## src/rtl/core/capscan_pkg.sv

```systemverilog
// Shared types and constants for the constructed-address pair scanner.
package capscan_pkg;

    localparam int WORD_W  = 32;
    localparam int HALF_W  = 16;
    localparam int REG_W   = 5;
    localparam int OPC_W   = 6;
    localparam int DIST_W  = 4;

    // Primary opcodes of interest
    localparam logic [OPC_W-1:0] OP_ADD_IMM = 6'd14;
    localparam logic [OPC_W-1:0] OP_UPPER   = 6'd15;
    localparam logic [OPC_W-1:0] OP_OR_IMM  = 6'd24;

    // Result kind codes
    localparam logic KIND_ADD = 1'b0;
    localparam logic KIND_OR  = 1'b1;

    typedef struct packed {
        logic [WORD_W-1:0] instruction_word;
        logic              section_end;
    } in_word_t;

    typedef struct packed {
        logic [WORD_W-1:0] built_address;
        logic              pair_kind;
        logic [DIST_W-1:0] pair_distance;
        logic              run_last;
    } out_word_t;

    // One window entry: a pending upper-half load
    typedef struct packed {
        logic              valid;
        logic [REG_W-1:0]  rgst;
        logic [HALF_W-1:0] upper;
    } entry_t;

    // Decoded fields of the incoming word, broadcast to all cells
    typedef struct packed {
        logic             is_add;
        logic             is_or;
        logic [REG_W-1:0] src_add;
        logic [REG_W-1:0] src_or;
    } probe_t;

endpackage

```

## src/rtl/core/capscan_cell.sv

```systemverilog
// One window cell: holds an upper-half load entry and its pending match slot.
module capscan_cell
    import capscan_pkg::*;
(
    input  logic              clk,
    input  logic              rst_n,
    input  logic              shift,
    input  logic              flush,
    input  entry_t            entry_prev,
    output entry_t            entry,
    input  probe_t            probe,
    input  logic              take,
    input  logic              above_in,
    output logic              above_out,
    output logic              hit,
    output logic              sel,
    output logic [HALF_W-1:0] upper
);

    logic              valid_reg;
    logic              valid_next;
    logic [REG_W-1:0]  rgst_reg;
    logic [HALF_W-1:0] upper_reg;
    logic              slot_hit_reg;
    logic              slot_hit_next;
    logic [HALF_W-1:0] slot_upper_reg;
    logic              match;

    // Compare the incoming word against this entry
    assign match = valid_reg &
                   ((probe.is_add & (probe.src_add == rgst_reg)) |
                    (probe.is_or  & (probe.src_or  == rgst_reg)));

    // Oldest pending match wins the drain
    assign sel       = slot_hit_reg & ~above_in;
    assign above_out = above_in | slot_hit_reg;
    assign hit       = slot_hit_reg;
    assign upper     = sel ? slot_upper_reg : '0;

    assign entry.valid = valid_reg;
    assign entry.rgst  = rgst_reg;
    assign entry.upper = upper_reg;

    // Next-state logic
    always_comb
    begin
        valid_next    = valid_reg;
        slot_hit_next = slot_hit_reg;
        if (shift)
        begin
            valid_next    = entry_prev.valid & ~flush;
            slot_hit_next = match;
        end
        else if (take && sel)
        begin
            slot_hit_next = 1'b0;
        end
    end

    // Control state
    always_ff @(posedge clk or negedge rst_n)
    begin
        if (!rst_n)
        begin
            valid_reg    <= 1'b0;
            slot_hit_reg <= 1'b0;
        end
        else
        begin
            valid_reg    <= valid_next;
            slot_hit_reg <= slot_hit_next;
        end
    end

    // Payload
    always_ff @(posedge clk)
    begin
        if (shift)
        begin
            rgst_reg       <= entry_prev.rgst;
            upper_reg      <= entry_prev.upper;
            slot_upper_reg <= upper_reg;
        end
    end

endmodule

```

## src/rtl/core/capscan_drain.sv

```systemverilog
// Result builder: forms the address of the selected match and holds the output register.
module capscan_drain
    import capscan_pkg::*;
(
    input  logic              clk,
    input  logic              rst_n,
    input  logic              accept,
    input  logic [HALF_W-1:0] low,
    input  logic              kind,
    input  logic              busy,
    input  logic              last,
    input  logic [HALF_W-1:0] sel_upper,
    input  logic [DIST_W-1:0] sel_dist,
    input  logic              result_stall,
    output logic              issue,
    output logic              result_valid,
    output out_word_t         result
);

    logic [HALF_W-1:0] pend_low_reg;
    logic              pend_kind_reg;
    logic              result_valid_reg;
    logic              result_valid_next;
    out_word_t         result_reg;
    out_word_t         result_next;
    logic [WORD_W-1:0] addr;

    // Issue a match whenever the output register is free or being emptied
    assign issue = busy & (~result_valid_reg | ~result_stall);

    // Address formation
    always_comb
    begin
        if (pend_kind_reg == KIND_ADD)
        begin
            addr = {sel_upper, {HALF_W{1'b0}}} +
                   {{(WORD_W-HALF_W){pend_low_reg[HALF_W-1]}}, pend_low_reg};
        end
        else
        begin
            addr = {sel_upper, pend_low_reg};
        end
    end

    always_comb
    begin
        result_next.built_address = addr;
        result_next.pair_kind     = pend_kind_reg;
        result_next.pair_distance = sel_dist;
        result_next.run_last      = last;
        if (issue)
        begin
            result_valid_next = 1'b1;
        end
        else if (!result_stall)
        begin
            result_valid_next = 1'b0;
        end
        else
        begin
            result_valid_next = result_valid_reg;
        end
    end

    always_ff @(posedge clk or negedge rst_n)
    begin
        if (!rst_n)
        begin
            result_valid_reg <= 1'b0;
        end
        else
        begin
            result_valid_reg <= result_valid_next;
        end
    end

    // Per-word immediate and kind, plus the output word
    always_ff @(posedge clk)
    begin
        if (accept)
        begin
            pend_low_reg  <= low;
            pend_kind_reg <= kind;
        end
        if (issue)
        begin
            result_reg <= result_next;
        end
    end

    assign result_valid = result_valid_reg;
    assign result       = result_reg;

endmodule

```

## src/rtl/core/constructed_address_pair_scanner_top.sv

```systemverilog
// Top level of the constructed-address pair scanner: cell chain plus result drain.
// A word's matches are held in the cells' match slots, then registered at the output.
// Throughput: one word per cycle when no match is pending, else the input stalls until
// the single output register, one match per cycle unless stalled, issues the last match.
// Reset: rst_n clears the window valid bits, pending matches and the output valid.
module constructed_address_pair_scanner_top
    import capscan_pkg::*;
#(
    parameter int WINDOW_DEPTH = 8
)
(
    input  logic      clk,
    input  logic      rst_n,
    input  logic      word_valid,
    output logic      word_stall,
    input  in_word_t  word,
    output logic      result_valid,
    input  logic      result_stall,
    output out_word_t result
);

    logic                    accept;
    logic                    issue;
    logic                    busy;
    logic                    last;
    probe_t                  probe;
    entry_t                  fresh;
    entry_t                  entry_link [WINDOW_DEPTH];
    logic [WINDOW_DEPTH-1:0] above_link;
    logic [WINDOW_DEPTH-1:0] hit_vec;
    logic [WINDOW_DEPTH-1:0] sel_vec;
    logic [HALF_W-1:0]       upper_vec [WINDOW_DEPTH];
    logic [HALF_W-1:0]       sel_upper;
    logic [DIST_W-1:0]       sel_dist;
    logic [OPC_W-1:0]        opcode;

    // Decode the incoming word
    assign opcode        = word.instruction_word[WORD_W-1 -: OPC_W];
    assign probe.is_add  = (opcode == OP_ADD_IMM);
    assign probe.is_or   = (opcode == OP_OR_IMM);
    assign probe.src_add = word.instruction_word[20:16];
    assign probe.src_or  = word.instruction_word[25:21];

    assign fresh.valid = (opcode == OP_UPPER) && (word.instruction_word[20:16] == '0);
    assign fresh.rgst  = word.instruction_word[25:21];
    assign fresh.upper = word.instruction_word[HALF_W-1:0];

    // Input handshake: take a new word unless matches remain beyond this cycle
    assign busy       = |hit_vec;
    assign last       = ~|(hit_vec & ~sel_vec);
    assign word_stall = busy & ~(issue & last);
    assign accept     = word_valid & ~word_stall;

    // Window cells, newest at index 0
    for (genvar i = 0; i < WINDOW_DEPTH; i++)
    begin : g_cell
        entry_t prev_entry;
        logic   above_in;

        if (i == 0)
        begin : g_head
            assign prev_entry = fresh;
        end
        else
        begin : g_body
            assign prev_entry = entry_link[i-1];
        end

        if (i == WINDOW_DEPTH - 1)
        begin : g_oldest
            assign above_in = 1'b0;
        end
        else
        begin : g_younger
            assign above_in = above_link[i+1];
        end

        capscan_cell u_cell (
            .clk        (clk),
            .rst_n      (rst_n),
            .shift      (accept),
            .flush      (word.section_end),
            .entry_prev (prev_entry),
            .entry      (entry_link[i]),
            .probe      (probe),
            .take       (issue),
            .above_in   (above_in),
            .above_out  (above_link[i]),
            .hit        (hit_vec[i]),
            .sel        (sel_vec[i]),
            .upper      (upper_vec[i])
        );
    end

    // One-hot merge of the selected cell's upper half and distance
    always_comb
    begin
        sel_upper = '0;
        sel_dist  = '0;
        for (int i = 0; i < WINDOW_DEPTH; i++)
        begin
            sel_upper = sel_upper | upper_vec[i];
            if (sel_vec[i])
            begin
                sel_dist = sel_dist | DIST_W'(i + 1);
            end
        end
    end

    capscan_drain u_drain (
        .clk          (clk),
        .rst_n        (rst_n),
        .accept       (accept),
        .low          (word.instruction_word[HALF_W-1:0]),
        .kind         (probe.is_or ? KIND_OR : KIND_ADD),
        .busy         (busy),
        .last         (last),
        .sel_upper    (sel_upper),
        .sel_dist     (sel_dist),
        .result_stall (result_stall),
        .issue        (issue),
        .result_valid (result_valid),
        .result       (result)
    );

endmodule

```

## config.mk

```make
export PLATFORM = sky130hd
export DESIGN_NAME = constructed_address_pair_scanner_top
export DESIGN_NICKNAME = d
export VERILOG_FILES = /design/src/rtl/core/capscan_pkg.sv /design/src/rtl/core/capscan_cell.sv /design/src/rtl/core/capscan_drain.sv /design/src/rtl/core/constructed_address_pair_scanner_top.sv
export SDC_FILE = /design/constraint.sdc
export NUM_CORES = 1
export LEC_CHECK = 0
export ABC_CLOCK_PERIOD_IN_PS = 10750
export CAP_MARGIN = 20
export CORE_UTILIZATION = 45
export CTS_CLUSTER_SIZE = 16
export DETAILED_ROUTE_END_ITERATION = 8
export DONT_BUFFER_PORTS = 1
export GPL_ROUTABILITY_DRIVEN = 0
export HOLD_SLACK_MARGIN = 0.15
export PLACE_DENSITY = 0.59
export SYNTH_ARGS = -nofsm -noshare
export SYNTH_HDL_FRONTEND = slang
export SYNTH_SLANG_ARGS = --single-unit
export TNS_END_PERCENT = 50
```

## constraint.sdc

```tcl
create_clock -name clk -period 10.75 [get_ports clk]
set_input_delay 0.5375 -clock clk [delete_from_list [all_inputs] [get_ports clk]]
set_output_delay 0.5375 -clock clk [all_outputs]
set_load 0.03 [all_outputs]
```

; Yosys cells after proc, flatten, opt, wreduce, memory -nomap -nowiden
; Cells that the tools add are included.
[totals]
reg_bits = 240
out_inout_bits = 40
word_cells = 196
[op_classes]
addsub = 1
n_eq_ne = 20
muxes = 35
bitwise_logic = 79
reduce_logical = 21
[ops]
columns = operator, count
row1 = $mux 16, 8
row2 = $or 16x16->16, 7
row3 = $eq 5x5->1, 16
row4 = $and 1x1->1, 43
row5 = $add 32x32->32, 1
row6 = $mux 32, 1
row7 = $mux 1, 20
row8 = $reduce_bool 2->1, 8
row9 = $reduce_or 8->1, 2
row10 = $or 1x1->1, 15
row11 = $eq 6x4->1 const B, 2
row12 = $mux 3, 4
row13 = $not 1->1, 12
row14 = $logic_and 1x1->1, 9
row15 = $and 8x8->8, 1
row16 = $not 8->8, 1
row17 = $eq 6x5->1 const B, 1
row18 = $logic_not 5->1, 1
row19 = $mux 2, 2
row20 = $ne 2x1->1 const B, 1
row21 = $logic_not 1->1, 1

; Longest topological paths before layout
[depth]
depth_word = 18
mapped_depth = 16

; Hierarchy
; A second synthesis with hierarchy kept.
[unflattened]
hier_cells = 910
hier_area_um2 = 14701.6
[modules_own_cells]
columns = mod, n_inst, cells_each, area_each_um2
row1 = capscan_cell, 8, 80, 1451.4
row2 = capscan_drain, 1, 192, 2632.5
row3 = constructed_address_pair_scanner_top, 1, 78, 457.9

; Worst setup path before layout
; Ideal clock, no wire load.
[synth_path]
path_type = input to register
from = input port result_stall
to = register g_cell[0].u_cell.rgst_reg[0], enable pin
setup_ps = 537
t_arrival_ps = 5425
slack_ps = 4788
path_stages = 7
cell_sequence = a21o_1 > a2111oi_0 > a211oi_1 > a2111oi_4 > o21ai_4 > buf_6 > inv_1
[synth_between]
elab_chain_len = 8
[synth_lines]
columns = item, line
row1 = start: declaration, constructed_address_pair_scanner_top.sv:18  ; input logic result_stall,
row2 = $not 1->1, capscan_drain.sv:29  ; assign issue = busy & (~result_valid_reg | ~result_stall);
row3 = $or 1x1->1, capscan_drain.sv:29
row4 = $and 1x1->1, capscan_drain.sv:29
row5 = $and 1x1->1, constructed_address_pair_scanner_top.sv:51  ; assign word_stall = busy & ~(issue & last);
row6 = $not 1->1, constructed_address_pair_scanner_top.sv:51
row7 = $and 1x1->1, constructed_address_pair_scanner_top.sv:51
row8 = $not 1->1, constructed_address_pair_scanner_top.sv:52  ; assign accept = word_valid & ~word_stall;
row9 = $and 1x1->1, constructed_address_pair_scanner_top.sv:52
row10 = named net accept, constructed_address_pair_scanner_top.sv:22  ; logic accept;
row11 = end signal: assignment, capscan_cell.sv:80  ; rgst_reg <= entry_prev.rgst;
row12 = end: declaration, capscan_cell.sv:22  ; logic [REG_W-1:0] rgst_reg;
; The timed path passes the listed nets, and every way through them passes these cells.
; A chain may end at the register's enable or synchronous reset.

; Worst setup path after layout
[layout_path]
from = register g_cell[7].u_cell.slot_hit_reg
to = register u_drain.result_reg (netlist bit u_drain.result[37]), data pin
[layout_between]
elab_chain_len = 18
[layout_lines]
columns = item, line
row1 = start: declaration, capscan_cell.sv:24  ; logic slot_hit_reg;
row2 = start signal: assignment, capscan_cell.sv:71  ; slot_hit_reg <= slot_hit_next;
row3 = $or 1x1->1 (6 in series), capscan_cell.sv:36  ; assign above_out = above_in | slot_hit_reg;
row4 = $not 1->1, capscan_cell.sv:35  ; assign sel = slot_hit_reg & ~above_in;
row5 = $and 1x1->1, capscan_cell.sv:35
row6 = $mux 16, capscan_cell.sv:38  ; assign upper = sel ? slot_upper_reg : '0;
row7 = $or 16x16->16 (6 in series), constructed_address_pair_scanner_top.sv:102  ; sel_upper = sel_upper | upper_vec[i];
row8 = $or 16x16->16 (*), constructed_address_pair_scanner_top.sv:102
row9 = $add 32x32->32, capscan_drain.sv:36  ; addr = {sel_upper, {HALF_W{1'b0}}} +
row10 = $mux 32 (*), capscan_drain.sv:34  ; if (pend_kind_reg == KIND_ADD)
row11 = named net u_drain.addr[31], capscan_drain.sv:26  ; logic [WORD_W-1:0] addr;
row12 = end signal: assignment, capscan_drain.sv:87  ; result_reg <= result_next;
row13 = end: declaration, capscan_drain.sv:24  ; out_word_t result_reg;
; Mark *: on every way through the listed nets, which the timed path passes. The rest lies on a longest branch.

==> summary.txt <==
Floorplan
  • Row cnt: between 50 and 60
  • Die area: around 0.024 mm²
  • Total core area: between 0.02 and 0.025 mm²
  • IO Pins: between 70 and 80
  • Die width: around 150 µm
  • Initial Utilization: a little under half
  • Die Y-Extent: 153.7 µm

Status
  • Outcome: finished clean

Timing
  • Count of final max-slew check failures: 0
  • Unrepaired setup endpoints after global routing: false
  • Fin crit share: approximately 45%
  • Max Freq: roughly 0.21 GHz
  • Final setup fails: 0
  • Crit path time final: between 4 and 5 ns
  • Worst-Margin Slew: 0.9597 ns
  • Final worst slack: 5.927 ns
  • Final TNS setup: 0 ns
  • Fin Clk Skew: about 0.0074 ns
  • Slew headroom: between 30% and 40%
  • Fin. Hold Viols: 0

Clock network
  • Total setup buffers inserted after CTS: 0
  • CTS Hold Buffers Added: 22
  • Root buf cell: clkbuf_16
  • CTS buffer count: 26
  • H-tree depth: 1
  • Clock Tree Buf Depth: 3
  • Clk_lat worst skew: approximately 0.52 ns
  • Post_cts resized: 0
  • CTS clk-pin slew, worst paths: approximately 0.060 ns
  • CTS Sinks: 240
  • CTS tree: yes

Global route
  • First-pass GRT wire length: around 33 mm
  • Initial antenna violation count: 0
  • Largest net degree at the start of global routing: 100
  • Total track usage: between 15 and 20%
  • Vias in the first global route: approximately 5,900
  • GRT Residual Overflow: 0

Power and ir drop
  • P_leak: approximately 4.1 nW
  • Max VDD drop: roughly 0.16 mV
  • Pwr Density: between 150 and 200 mW/mm²

Worst setup path
  • CP Cell Sequence: buf_4 > or3_4 > or3_4 > nor3b_4 > nand2_1 > nand4_1 > ha_1 > o211ai_1 > o21ai_0 > a21oi_1 > o21a_1 > o311ai_0 > xnor2_1
  • Worst r2r src: g_cell[7].u_cell.hit$_DFFE_PN0P_
  • CP Capture Type: flop
  • Worst path slowest cell: nor3b_4
  • RR Endpoint: u_drain.result[37]$_DFFE_PP_
  • Critical Path RT: between 10 and 15 ns
  • CP Class: flop to flop
  • CP most frequent cell: or3_4
  • Critical path arrival: 5.08 ns
  • Critical Path Max Stage Delay: approximately 0.73 ns
  • Worst-path maximum fanout: 42
  • Crit start category: flop
  • Reg2reg path depth: 13
  • Reg2reg setup slack: 5.93 ns

Routing
  • Routed vias: 5,948
  • Final WL: between 20 and 25 mm
  • DRC Markers: 0
  • Vias per inst: between 5 and 6
  • DR iter-0 viols: about 440
  • ANT nets after route: 0
  • DR pass1 iterations: 5
  • Wire length per cell: 20.96 µm

Layout
  • Max reg flops: approximately 110
  • Leading cell type in the layout, fill and taps excluded: edfxtp_1
  • Area growth syn-to-layout: 14.02%
  • Antenna Diode Count: 0
  • Post-route insts no fill: slightly above 1,000
  • Layout cells sized above 1: about 11%
  • Most frequent cells in the layout: edfxtp_1, xnor2_1, xor2_1, a22oi_1, nand2_1
  • Nets@finish: slightly below 800

Yosys
  • Syn avg cell area: ~15 µm²
  • Synth cell types: roughly 60
  • Mapped Cells: around 690
  • Async SR Flop Fraction: 7.083%
  • Number of synthesized flops with an enable pin: approximately 220
  • FF+latch count, synth: 240
  • Main flop type after synthesis: edfxtp_1
  • Ys Warns: 0
  • Register area share after synthesis: between 60% and 70%
  • Synthesized net count: around 750
  • Syn Std Cell Area: just over 0.01 mm²

Placed design
  • Detailed Place HPWL: between 10 and 15 mm
  • Buffers on Ports: 0
  • Pre-CTS WS: 5.998 ns
  • Placed cells: about 950

Min path
  • Worst-case hold path end point: u_drain.result_valid$_DFFE_PN0P_
  • Hold crit path type: primary input to flop
  • Min-Delay Startpoint: result_stall
  • Hold depth: 2

Run
  • Max-cap violations: 0
==> final cells by class <==
class                   instances  area, µm²
flip-flops and latches        240       7122
multi-input cells             412       3037
clock buffers                  29      683.2
fillers                      1848      10770
well taps                     285      356.6
repair buffers                 31      307.8
inverters                       8      35.03
clock inverters                18      260.3
==> worst max-delay path, delay by kind of cell (launching register included) <==
| kind | cells | cell delay, ns |
|---|---|---|
| flops | 1 | 0.35 |
| fa+ha+maj | 1 | 0.25 |
| simple gates | 5 | 1.97 |
| xor+xnor | 1 | 0.12 |
| buf+inv | 1 | 0.26 |
| compound gates | 5 | 1.57 |
==> through the flow <==
stage / total power, mW / hold WS, ns / instance area (µm²) / utilization, %
finish: 2.159 / 0.2303 / 11800 / 52.28
global placement: 1.190 / 0.2432 / 10610 / 47.01
global route: 2.223 / 0.2425 / 11800 / 52.28
detailed placement: 1.193 / 0.2431 / 10610 / 47.01
floorplan: 1.179 / 0.2419 / 10350 / -
CTS: 2.179 / 0.2080 / 11770 / 52.16
==> how the worst max path moves through the flow <==
stage                                     startpoint                                     end  slack, ns  depth (start not counted)
floorplan                               result_stall  g_cell[0].u_cell.rgst_reg[0]$_DFFE_PP_       4.79                          7
global placement    g_cell[7].u_cell.hit$_DFFE_PN0P_            u_drain.result[37]$_DFFE_PP_       6.18                         13
detailed placement  g_cell[7].u_cell.hit$_DFFE_PN0P_            u_drain.result[37]$_DFFE_PP_       6.00                         12
CTS                 g_cell[7].u_cell.hit$_DFFE_PN0P_            u_drain.result[37]$_DFFE_PP_       6.00                         12
global route        g_cell[7].u_cell.hit$_DFFE_PN0P_            u_drain.result[37]$_DFFE_PP_       5.59                         12
finish              g_cell[7].u_cell.hit$_DFFE_PN0P_            u_drain.result[37]$_DFFE_PP_       5.93                         13
==> metal layers <==
metal / share of wire (%) / wire length [µm] / GRT usage (%)
met1: 47 / 10140 / 26.74
met4: 2.2 / 482 / 5.238
met2: 46 / 9841 / 27.66
met5: 0 / 0 / 0
met3: 4.6 / 977 / 2.621
==> Yosys cell counts (11+ instances only) <==
library cell    n  area [µm²]
edfxtp_1      223        6696
xnor2_1        53       464.2
xor2_1         37       324.1
a22oi_1        30       225.2
nand2_1        30       112.6
o21ai_0        26       130.1
a21oi_1        22       110.1
nand3_1        22       110.1
nor2_1         20       75.07
a221o_1        18       180.2
mux2_2         18       202.7
nor4_1         18       112.6
dfrtp_1        17       425.4
ha_1           15       187.7
clkbuf_1       14       52.55
o22ai_1        14       87.58
nor2b_1        11       68.82
==> logic make-up after synthesis <==
logic type / Yosys count / synth area share, %
flip-flops: 240 / 68.81
buffers and inverters: 42 / 1.850
AND/OR/NAND/NOR: 138 / 7.096
XOR/XNOR: 90 / 7.616
multiplexers: 19 / 2.103
AO/OA/AOI/OAI: 147 / 10.32
adder cells (fa/ha/maj): 18 / 2.200
==> power breakdown <==
part           internal, mW  total [mW]  switching, mW
logic                0.0380      0.0798         0.0417
clock network         0.622       0.977          0.355
registers              1.07        1.10         0.0282
Note: power is estimated with default switching activity, not from simulation.
